$ cat config.mk
export PLATFORM = sky130hd
export DESIGN_NAME = gps_sieve_builder
export DESIGN_NICKNAME = d
export VERILOG_FILES = /design/src/gps_pkg.sv /design/src/gps_sieve_builder.sv
export SDC_FILE = /design/constraint.sdc
export NUM_CORES = 1
export LEC_CHECK = 0
export BUFFER_PORTS_ARGS = -buffer_cell sky130_fd_sc_hd__buf_4
export CAP_MARGIN = 20
export CORE_UTILIZATION = 60
export DETAILED_ROUTE_END_ITERATION = 16
export PLACE_DENSITY = 0.88
export REMOVE_ABC_BUFFERS = 1
export SKIP_CTS_REPAIR_TIMING = 1
export SLEW_MARGIN = 5
export SYNTH_ARGS = -nofsm -noshare
export SYNTH_HDL_FRONTEND = slang
export SYNTH_SLANG_ARGS = --single-unit
$ cat constraint.sdc
create_clock -name i_clk -period 4.24 [get_ports i_clk]
set_input_delay 0.212 -clock i_clk [delete_from_list [all_inputs] [get_ports i_clk]]
set_output_delay 0.212 -clock i_clk [all_outputs]
set_load 0.03 [all_outputs]
$ cat src/gps_pkg.sv
package gps_pkg;

    // widths of the request and result fields
    localparam int ValueW = 16;
    localparam int CountW = 2;

    // default sieve depth, one mark per integer
    localparam int SieveSizeDef = 65536;

    // width that holds any sieve size in its range (up to 2**20)
    localparam int RangeW = 21;

    // small primes and values handled without a search
    localparam logic [ValueW-1:0] Prime2 = ValueW'(2);
    localparam logic [ValueW-1:0] Prime3 = ValueW'(3);
    localparam logic [ValueW-1:0] Four   = ValueW'(4);

endpackage

$ cat src/gps_sieve_builder.sv
module gps_sieve_builder import gps_pkg::*; #(
    parameter int SieveSize = SieveSizeDef,
    parameter int AddrW     = $clog2(SieveSize),
    parameter int CntW      = $clog2(SieveSize + 1)
) (
    input  logic             i_clk,
    input  logic             i_rst_n,
    output logic             o_wr_en,
    output logic [AddrW-1:0] o_wr_addr,
    output logic             o_wr_data,
    output logic [AddrW-1:0] o_rd_addr,
    input  logic             i_rd_data,
    output logic             o_done
);

    typedef enum logic [4:0] {
        S_FILL = 5'b00001,
        S_READ = 5'b00010,
        S_TEST = 5'b00100,
        S_MARK = 5'b01000,
        S_DONE = 5'b10000
    } t_bld_state;

    localparam logic [CntW:0] Limit = (CntW + 1)'(SieveSize);
    localparam logic [CntW-1:0] LastAddr = CntW'(SieveSize - 1);

    t_bld_state    r_state, n_state;
    logic [CntW-1:0] r_cnt, n_cnt;   // fill address, then the current base i
    logic [CntW-1:0] r_sq, n_sq;     // i*i, kept by increments
    logic [CntW-1:0] r_j, n_j;       // multiple being struck out
    logic [CntW:0]   w_jsum;
    logic [CntW:0]   w_sqsum;

    assign w_jsum  = {1'b0, r_j} + {1'b0, r_cnt};
    assign w_sqsum = {1'b0, r_sq} + {r_cnt, 1'b1};

    // memory ports
    assign o_wr_en   = (r_state == S_FILL) || (r_state == S_MARK);
    assign o_wr_addr = (r_state == S_FILL) ? AddrW'(r_cnt) : AddrW'(r_j);
    assign o_wr_data = (r_state == S_FILL) && (r_cnt >= CntW'(2));
    assign o_rd_addr = AddrW'(r_cnt);
    assign o_done    = (r_state == S_DONE);

    // sequencer: fill, then strike multiples of each prime base
    always_comb begin
        n_state = r_state;
        n_cnt   = r_cnt;
        n_sq    = r_sq;
        n_j     = r_j;
        case (r_state)
            S_FILL: begin
                if (r_cnt == LastAddr) begin
                    n_cnt   = CntW'(2);
                    n_sq    = CntW'(4);
                    n_state = S_READ;
                end else begin
                    n_cnt = r_cnt + CntW'(1);
                end
            end
            S_READ: begin
                n_state = S_TEST;
            end
            S_TEST: begin
                if (i_rd_data) begin
                    n_j     = r_sq;
                    n_state = S_MARK;
                end else begin
                    n_cnt   = r_cnt + CntW'(1);
                    n_sq    = CntW'(w_sqsum);
                    n_state = (w_sqsum >= Limit) ? S_DONE : S_READ;
                end
            end
            S_MARK: begin
                if (w_jsum >= Limit) begin
                    n_cnt   = r_cnt + CntW'(1);
                    n_sq    = CntW'(w_sqsum);
                    n_state = (w_sqsum >= Limit) ? S_DONE : S_READ;
                end else begin
                    n_j = CntW'(w_jsum);
                end
            end
            S_DONE: begin
                n_state = S_DONE;
            end
            default: begin
                n_state = S_FILL;
            end
        endcase
    end

    always_ff @(posedge i_clk) begin
        if (!i_rst_n) begin
            r_state <= S_FILL;
            r_cnt   <= '0;
        end else begin
            r_state <= n_state;
            r_cnt   <= n_cnt;
        end
        r_sq <= n_sq;
        r_j  <= n_j;
    end

endmodule

==> impl_metrics.tcl, run 1 <==
set metrics [dict create \
    setup_violations 0 \
    period_share 0.8239 \
    ant_nets 0 \
    chipHeight_um 88.87 \
    p_leak_uw 0.002093 \
    hold_class "in -> reg" \
    clk_pin_slew_ns 0.09 \
    ir_drop_v 0.0001168 \
    drcViolationCount 0 \
    firstDrtPassIters 6 \
    io_pins 38 \
    drv_slew 0 \
    crit_chain "ha_1 > inv_1 > fa_1 > nor2b_1 > o31a_1 > o21ai_2 > a211oi_2 > o21bai_1 > a2111oi_4 > a31o_2" \
    syn_inst 513 \
    skew_ns 0.009524 \
    clock-sinks 56 \
    root_buffer "clkbuf_8" \
    post_drt_wl_per_cell_um 16.98 \
    max-slew-margin-rel 0.2881 \
    grt_pass1_wl_um 17440 \
    setup_tns_ns 0 \
    start_util 0.6210 \
    fp.dieArea_mm2 0.007898 \
    cap_violations 0 \
    row_count 31 \
    drive_above_1_share 0.1585 \
    cts_tree "done" \
    ys_seq_area_frac 0.3227 \
    gr-total-overflow 0 \
    viasPerCell 6.275 \
    grt_pass1_vias 3646 \
    fin_nets 570 \
    use_met2 0.4573 \
    place_congestion 0.9662 \
    ys_seq_elements 56 \
    numCtsBuffers 5 \
    clk_latency_ns 0.31 \
    cts_buffer_depth 2 \
    critPathLaunchType "flop" \
    final_cell_mix "46 x nand2_1, 46 x buf_4, 45 x o21ai_0, 36 x nor2_1, 35 x ha_1" \
    layout_min_cycle_time_ns 3.493 \
    syn_to_final_growth_pct 7.599 \
    track_usage 0.2851 \
    cp.required_ns 4.20 \
    status "finished clean" \
    rsz0062_at_grt "false" \
    tightest_slew_ns 1.053 \
    synth_cell_type_count 63 \
    fp.coreArea_mm2 0.007292 \
    hold_viol 0 \
    synthArstFlopShare 0 \
    worstSetupPathType "reg -> reg" \
    port-buffer-count 37 \
    yosysWarnings 0 \
    powerDensity_mw_per_mm2 197.1 \
    dieWidth_um 88.87 \
    slowest_delay_ns 0.51 \
    arrival_ns 3.45 \
    synth.cell_area_mm2 0.004528 \
    synth_edf_count 34 \
    met3_usage 0.02985 \
    antennaDiodeCount 0 \
    wirelength_um 10680 \
    cts_max_level 2 \
    busiest_layer "met2" \
    cp_max_fo 19 \
    via_count 3947 \
    total_power_uw 960.4 \
    cp-end-kind "flop" \
    syn_area_per_cell_um2 8.827 \
    grt_max_degree 36 \
    drt_iter0_drc 570 \
    worst_path_max_delay_cell "dfxtp_1" \
    use_met1 0.3965 \
    max_freq_mhz 286.3 \
    ys.flop_type "edfxtp_1" \
    hpwl_um 8013 \
    antenna_found_initial 0 \
]
[path summary, 6_finish.rpt]
check / startpoint / end / slack [ns] / cells after the start
setup reg to reg: r_cnt[0] / r_j[2] / 0.75 / 10
setup / recovery: r_cnt[0] / r_j[2] / 0.75 / 10
hold / removal: i_rst_n / r_cnt[2] / 0.26 / 2
hold reg to reg: r_state[1] / r_state[2] / 0.54 / 1
[routing by layer]
metal | vias to the layer above | part of all wire | wire (um)
met1 | 1822 | 0.45 | 4812
met5 | - | 0 | 0
met2 | 170 | 0.46 | 4913
met4 | 0 | 0.021 | 229
met3 | 23 | 0.068 | 724
li1 | 1932 | - | -
[metrics by stage]
stage | cell area, um^2 | util | setup slack (ns) | cells | hold slack (ns)
global route | 4872 | 0.6682 | 0.5415 | 629 | 0.2411
CTS | 4872 | 0.6682 | 0.7739 | 629 | 0.2394
global placement | 4776 | 0.6549 | 0.9240 | 622 | 0.5213
finish | 4872 | 0.6682 | 0.7468 | 629 | 0.2564
detailed placement | 4776 | 0.6549 | 0.7474 | 622 | 0.5337
floorplan | 4307 | - | 0.6653 | 477 | 0.3488
[area by class of cell]
cell class                      count  area (um^2)
Multi-Input combinational cell    401         2770
Tap cell                           99        123.9
Clock buffer                        7        96.34
Fill cell                         568         2420
Inverter                           20        75.07
Timing Repair Buffer               46        345.3
Sequential cell                    56         1461
[cells by family (layout without fill, tap and decap cells)]
kind of cell | after synthesis | count (layout) | share of synthesized area
AO/OA/AOI/OAI | 149 | 149 | 0.2211
XOR/XNOR | 24 | 24 | 0.04642
adder cells (fa/ha/maj) | 37 | 37 | 0.1056
buffers and inverters | 56 | 73 | 0.06549
flip-flops | 56 | 56 | 0.3227
multiplexers | 15 | 15 | 0.03730
AND/OR/NAND/NOR | 176 | 176 | 0.2014
[synth_stat cells, drive strengths merged (5+ instances only)]
cell type	n	area, um^2
a211oi	9	82.58
a21o	17	127.6
a21oi	34	170.2
and2	5	31.28
and3	8	50.05
buf	19	153.9
clkbuf	17	67.57
dfxtp	22	440.4
edfxtp	34	1021
ha	35	437.9
inv	20	75.07
mux2	15	168.9
nand2	46	172.7
nand3	17	85.08
nand4	6	37.54
nor2	36	135.1
nor2b	8	50.05
nor3	14	91.34
nor4	6	37.54
o211ai	6	45.04
o21ai	50	254.0
or3	8	55.05
or4	8	63.81
xnor2	8	70.07
xor2	16	140.1
[critical path: cells and delay by family (launching register included)]
family,cells,cell delay (ns)
compound gates,6,1.71
flops,1,0.51
buf+inv,1,0.08
fa+ha+maj,2,0.66
simple gates,1,0.16
[registers in the layout (all words and copies together) (netlist names)]
signal   cells
r_state      5
r_j         17
r_cnt       17
r_sq        17
[where the power goes]
| group | internal, uW | switching [uW] |
|---|---|---|
| Sequential | 572 | 6.08 |
| Combinational | 23.1 | 40.1 |
| Clock | 146 | 173 |
| Total | 741 | 219 |
Power figures use the tool's default switching activity.
==> run 2, diff against run 1 <==
ABC_AREA = 1   (was unset)
clock period = 3.32 ns   (was 4.24 ns; I/O delays follow)
==> impl_metrics.tcl, run 2 <==
set metrics [dict create \
    clk_pin_slew_ns 0.10 \
    worstSetupPathType "reg -> reg" \
    final_cells 809 \
    cp.required_ns 3.33 \
    r2r-end "r_sq[2]" \
    nFillCells 645 \
    synth_top_area_frac 0.2125 \
    period_share 0.8791 \
    ys_seq_elements 56 \
    cts_buffer_depth 2 \
    dieWidth_um 91.49 \
    hold_class "in -> reg" \
    reg2reg_depth 15 \
    hold_viol 0 \
    hold-path-endpoint "r_state[0]" \
    cts_tree "done" \
    max_freq_mhz 342.6 \
    antennaDiodeCount 0 \
    place_congestion 0.9063 \
    fp.coreArea_mm2 0.007727 \
    r2r_start "r_cnt[0]" \
    rsz0062_at_grt "false" \
    start_util 0.6218 \
    yosysWarnings 0 \
    setup_tns_ns 0 \
    final_util 0.6733 \
    antenna_found_initial 0 \
    io_pins 38 \
    port-buffer-count 37 \
    root_buffer "clkbuf_8" \
    row_count 32 \
    clk_latency_ns 0.32 \
    hold_path_depth 2 \
    ys.flop_type "edfxtp_1" \
    status "finished clean" \
    critPathLaunchType "flop" \
    numCtsBuffers 5 \
    ant_nets 0 \
    track_usage 0.3024 \
    cts_max_level 2 \
    post_drt_wl_per_cell_um 15.50 \
    drcViolationCount 0 \
    via_count 4639 \
    post-place-cells 801 \
    syn_area_per_cell_um2 7.055 \
    powerDensity_mw_per_mm2 512.7 \
    drive_above_1_share 0.1471 \
    final_cell_mix "193 x nand2_1, 78 x inv_1, 51 x nor2_1, 48 x nand3_1, 48 x buf_4" \
    skew_ns 0.009954 \
    grt_pass1_vias 4374 \
    drv_slew 0 \
    synthArstFlopShare 0 \
    fp.dieArea_mm2 0.008370 \
    max-slew-margin-rel 0.6174 \
    ir_drop_v 0.0002022 \
    grt_pass1_wl_um 20220 \
    cp-end-kind "flop" \
    clock-sinks 56 \
    chipHeight_um 91.49 \
    syn_to_final_growth_pct 8.281 \
    final_common_cell "nand2_1" \
    syn_inst 681 \
    setup_violations 0 \
    gr-total-overflow 0 \
    ys_top_cells_by_count "193 x nand2_1, 78 x inv_1, 51 x nor2_1, 48 x nand3_1, 39 x a21oi_1" \
    synth_edf_count 34 \
    cap_violations 0 \
    largestRegisters "r_cnt: 17 flops, r_j: 17 flops, r_sq: 17 flops" \
    viasPerCell 5.734 \
    yosys.area.top_type "edfxtp_1" \
    ys_seq_area_frac 0.3042 \
    wirelength_um 12540 \
    cp_max_fo 19 \
    arrival_ns 2.93 \
    hold-worst-slack_ns 0.1122 \
    synth_cell_type_count 42 \
    synth.cell_area_mm2 0.004805 \
    p_leak_uw 0.002527 \
    min_from "i_rst_n" \
    drt_iter0_drc 596 \
    tightest_slew_ns 0.5727 \
    yosys-top-cells-area "edfxtp_1 21%, nand2_1 15%, dfxtp_1 9.2%, ha_1 9.1%, inv_1 6.1%" \
    synth.most_common_cell "nand2_1" \
    r2r_slack_ns 0.40 \
    fin_nets 746 \
    hpwl_um 9416 \
    layout_min_cycle_time_ns 2.919 \
    grt_max_degree 37 \
    firstDrtPassIters 6 \
]
-- run 2: cell families (layout without fill, tap and decap cells) --
| kind of cell | count (synthesis) | in the layout | share of synthesized area |
|---|---|---|---|
| flip-flops | 56 | 56 | 0.3042 |
| buffers and inverters | 117 | 143 | 0.1081 |
| AND/OR/NAND/NOR | 349 | 349 | 0.3279 |
| adder cells (fa/ha/maj) | 37 | 37 | 0.09948 |
| XOR/XNOR | 21 | 21 | 0.03828 |
| AO/OA/AOI/OAI | 101 | 101 | 0.1221 |
-- run 2: how the worst max path moves through the flow --
stage	start	to	slack, ns
floorplan	r_cnt[0]	r_sq[0]	0.05
global placement	r_cnt[0]	r_sq[3]	0.53
detailed placement	r_cnt[0]	r_sq[4]	0.45
CTS	r_cnt[0]	r_sq[4]	0.42
global route	r_cnt[0]	r_sq[9]	0.18
finish	r_cnt[0]	r_sq[2]	0.40
-- run 2: metrics by stage --
step                      setup WS, ns  area, um^2  power (uW)
final                           0.4015        5202        2667
after global routing            0.1804        5202        2813
after CTS                       0.4237        5202        2644
after detailed placement        0.4470        5100        2222
after global placement          0.5300        5100        2190
after floorplan                0.04540        4612        1807
-- run 2: final cells by class --
class	count	area (um^2)	area share
repair buffers	48	360.3	0.06926
clock buffers	7	97.59	0.01876
well taps	102	127.6	0.02453
flip-flops and latches	56	1461	0.2809
clock inverters	1	5.005	0.0009620
multi-input cells	508	2824	0.5428
inverters	87	326.6	0.06277
-- run 2: power by group --
group	switching (uW)	internal, uW
clock	237	195
combinational	872	488
sequential	78.4	797
-- run 2: per-layer routing --
metal	vias to the layer above	part of all wire	track usage
li1	2263	-	-
met1	2075	0.41	0.3981
met2	254	0.46	0.5069
met3	47	0.10	0.04020
met4	0	0.032	0.1058
met5	-	0	0
-- run 2: worst max-delay path, cell delays in order, from the launching register on --
cell	delay [ns]
dfxtp_1	0.48
ha_1	0.24
inv_1	0.08
fa_1	0.40
inv_1	0.07
nand3_1	0.06
nand2_1	0.14
nand2_2	0.08
nand3_4	0.09
nand2_2	0.06
nand3_1	0.09
nand2_2	0.12
nand2_8	0.16
nand2_8	0.13
nor2_1	0.13
buf_4	0.28
==> run 3, diff against run 2 <==
CORE_UTILIZATION = 55   (was 60)
PLACE_DENSITY = 0.85   (was 0.88)
clock period = 2.6 ns   (was 3.32 ns; I/O delays follow)
==> impl_metrics.tcl, run 3 (synthesis gave the netlist of run 2 again) <==
set metrics [dict create \
    status "finished clean" \
    grt_pass1_wl_um 20580 \
    crit_path_end "r_sq[5]" \
    wirelength_um 13550 \
    skew_ns 0.007873 \
    max_freq_mhz 393.4 \
    sw_frac_of_total 0.4497 \
    fp.coreArea_mm2 0.008341 \
    cap_violations 0 \
    chipHeight_um 95.47 \
    numCtsBuffers 5 \
    setup_violations 0 \
    ant_nets 0 \
    start_util 0.5761 \
    viasPerCell 5.787 \
    cts_tree "done" \
    io_pins 38 \
    cp.required_ns 2.65 \
    fin_nets 771 \
    arrival_ns 2.59 \
    hold-worst-slack_ns 0.07531 \
    p_leak_uw 0.002652 \
    place_ws_ns -0.006152 \
    cts_max_level 2 \
    final_common_cell "nand2_1" \
    powerDensity_mw_per_mm2 646.2 \
    cp_max_fo 8 \
    setup_ws_ns 0.05806 \
    clkPwrFrac 0.146 \
    final_cell_mix "193 x nand2_1, 77 x inv_1, 71 x buf_4, 50 x nor2_1, 48 x nand3_1" \
    power_frac_comb 0.549 \
    crit_start "r_j[0]" \
    reg2reg_depth 15 \
    clock-sinks 56 \
    cp-end-kind "flop" \
    path_common_cell "nand2_2" \
    hold_viol 0 \
    hpwl_um 9901 \
    ir_drop_v 0.0002347 \
    largestRegisters "r_cnt: 17 flops, r_j: 17 flops, r_sq: 17 flops" \
    post_drt_wl_per_cell_um 16.19 \
    antennaDiodeCount 0 \
    firstDrtPassIters 7 \
    p_switching_uw 1580 \
    antenna_found_initial 0 \
    critPathLaunchType "flop" \
    row_count 33 \
    worst_path_max_delay_cell "edfxtp_1" \
    total_power_uw 3513 \
    root_buffer "clkbuf_8" \
    clk_latency_ns 0.32 \
    drt_iter0_drc 587 \
    period_share 0.9777 \
    place_congestion 0.9650 \
    layout_min_cycle_time_ns 2.542 \
    p_int_uw 1933 \
    worstSetupPathType "reg -> reg" \
    cts_buffer_depth 2 \
    crit_chain "ha_2 > inv_2 > fa_2 > inv_1 > nand3_1 > nand2_1 > nand2_2 > nand3_4 > nand2_2 > nand3_1 > nand2_2 > nand2_8 > nand2_8 > nor2_4 > clkbuf_16" \
    port-buffer-count 37 \
    drive_above_1_share 0.1817 \
    hold_class "in -> reg" \
    setup_tns_ns 0 \
    fp.dieArea_mm2 0.009114 \
    drcViolationCount 0 \
    gr-total-overflow 0 \
    dieWidth_um 95.47 \
    r2r-end "r_sq[5]" \
    clk_pin_slew_ns 0.10 \
    tightest_slew_ns 0.5391 \
    track_usage 0.2939 \
    via_count 4844 \
    max-slew-margin-rel 0.6402 \
    syn_to_final_growth_pct 13.15 \
    r2r_slack_ns 0.06 \
    grt_max_degree 36 \
    grt_pass1_vias 4316 \
    slowest_delay_ns 0.39 \
    pwr-share-seq 0.305 \
    r2r_start "r_j[0]" \
    drv_slew 0 \
]
[run 3: changes by cell type in the layout (fill, tap and decap cells not counted), sizes merged]
cell	change
buf	+24
clkbuf	+1
[run 3: routing by layer]
layer  part of all wire  GRT usage  vias to the layer above
li1                   -          -                     2310
met1               0.38     0.3831                     2184
met2               0.47     0.4940                      292
met3               0.11    0.04067                       58
met4              0.036     0.1070                        0
met5                  0          0                        -
[run 3: power by group through the flow]
stage          registers (uW)  clock network, uW  logic, uW
2_1_floorplan            1210                  0       1100
6_report                 1070                514       1930
3_5_place_dp             1090                  0       1820
3_3_place_gp             1080                  0       1770
5_1_grt                  1080                545       2080
4_1_cts                  1070                513       1830
[run 3: worst min-delay path by stage]
stage | from | endpoint | slack [ns] | cells past startpoint
after detailed placement | i_rst_n | r_state[0] | 0.39 | 2
after CTS | i_rst_n | r_state[0] | 0.06 | 2
after floorplan | i_rst_n | r_state[0] | 0.21 | 1
after global placement | i_rst_n | r_state[0] | 0.39 | 2
final | i_rst_n | r_state[0] | 0.08 | 2
after global routing | i_rst_n | r_state[0] | 0.06 | 2
[run 3: cell type report]
class                      instances  area (um^2)
multi-input combinational        508         2849
clock buffer                       7        86.33
tap                              105        131.4
sequential                        56         1461
timing repair buffer              73        578.1
inverter                          87        326.6
clock inverter                     1        3.754
fill                             676         2904
[run 3: worst max-delay path: cells and delay by family (launching register included)]
family	cells	cell delay, ns
simple gates	10	1.02
fa+ha+maj	2	0.55
flops	1	0.39
buf+inv	3	0.30
[run 3: per-stage QoR]
stage	std cells	util	instance area (um^2)
detailed placement	817	0.6251	5214
floorplan	651	-	4612
finish	837	0.6518	5436
global route	837	0.6518	5436
global placement	817	0.6251	5214
CTS	825	0.6359	5304
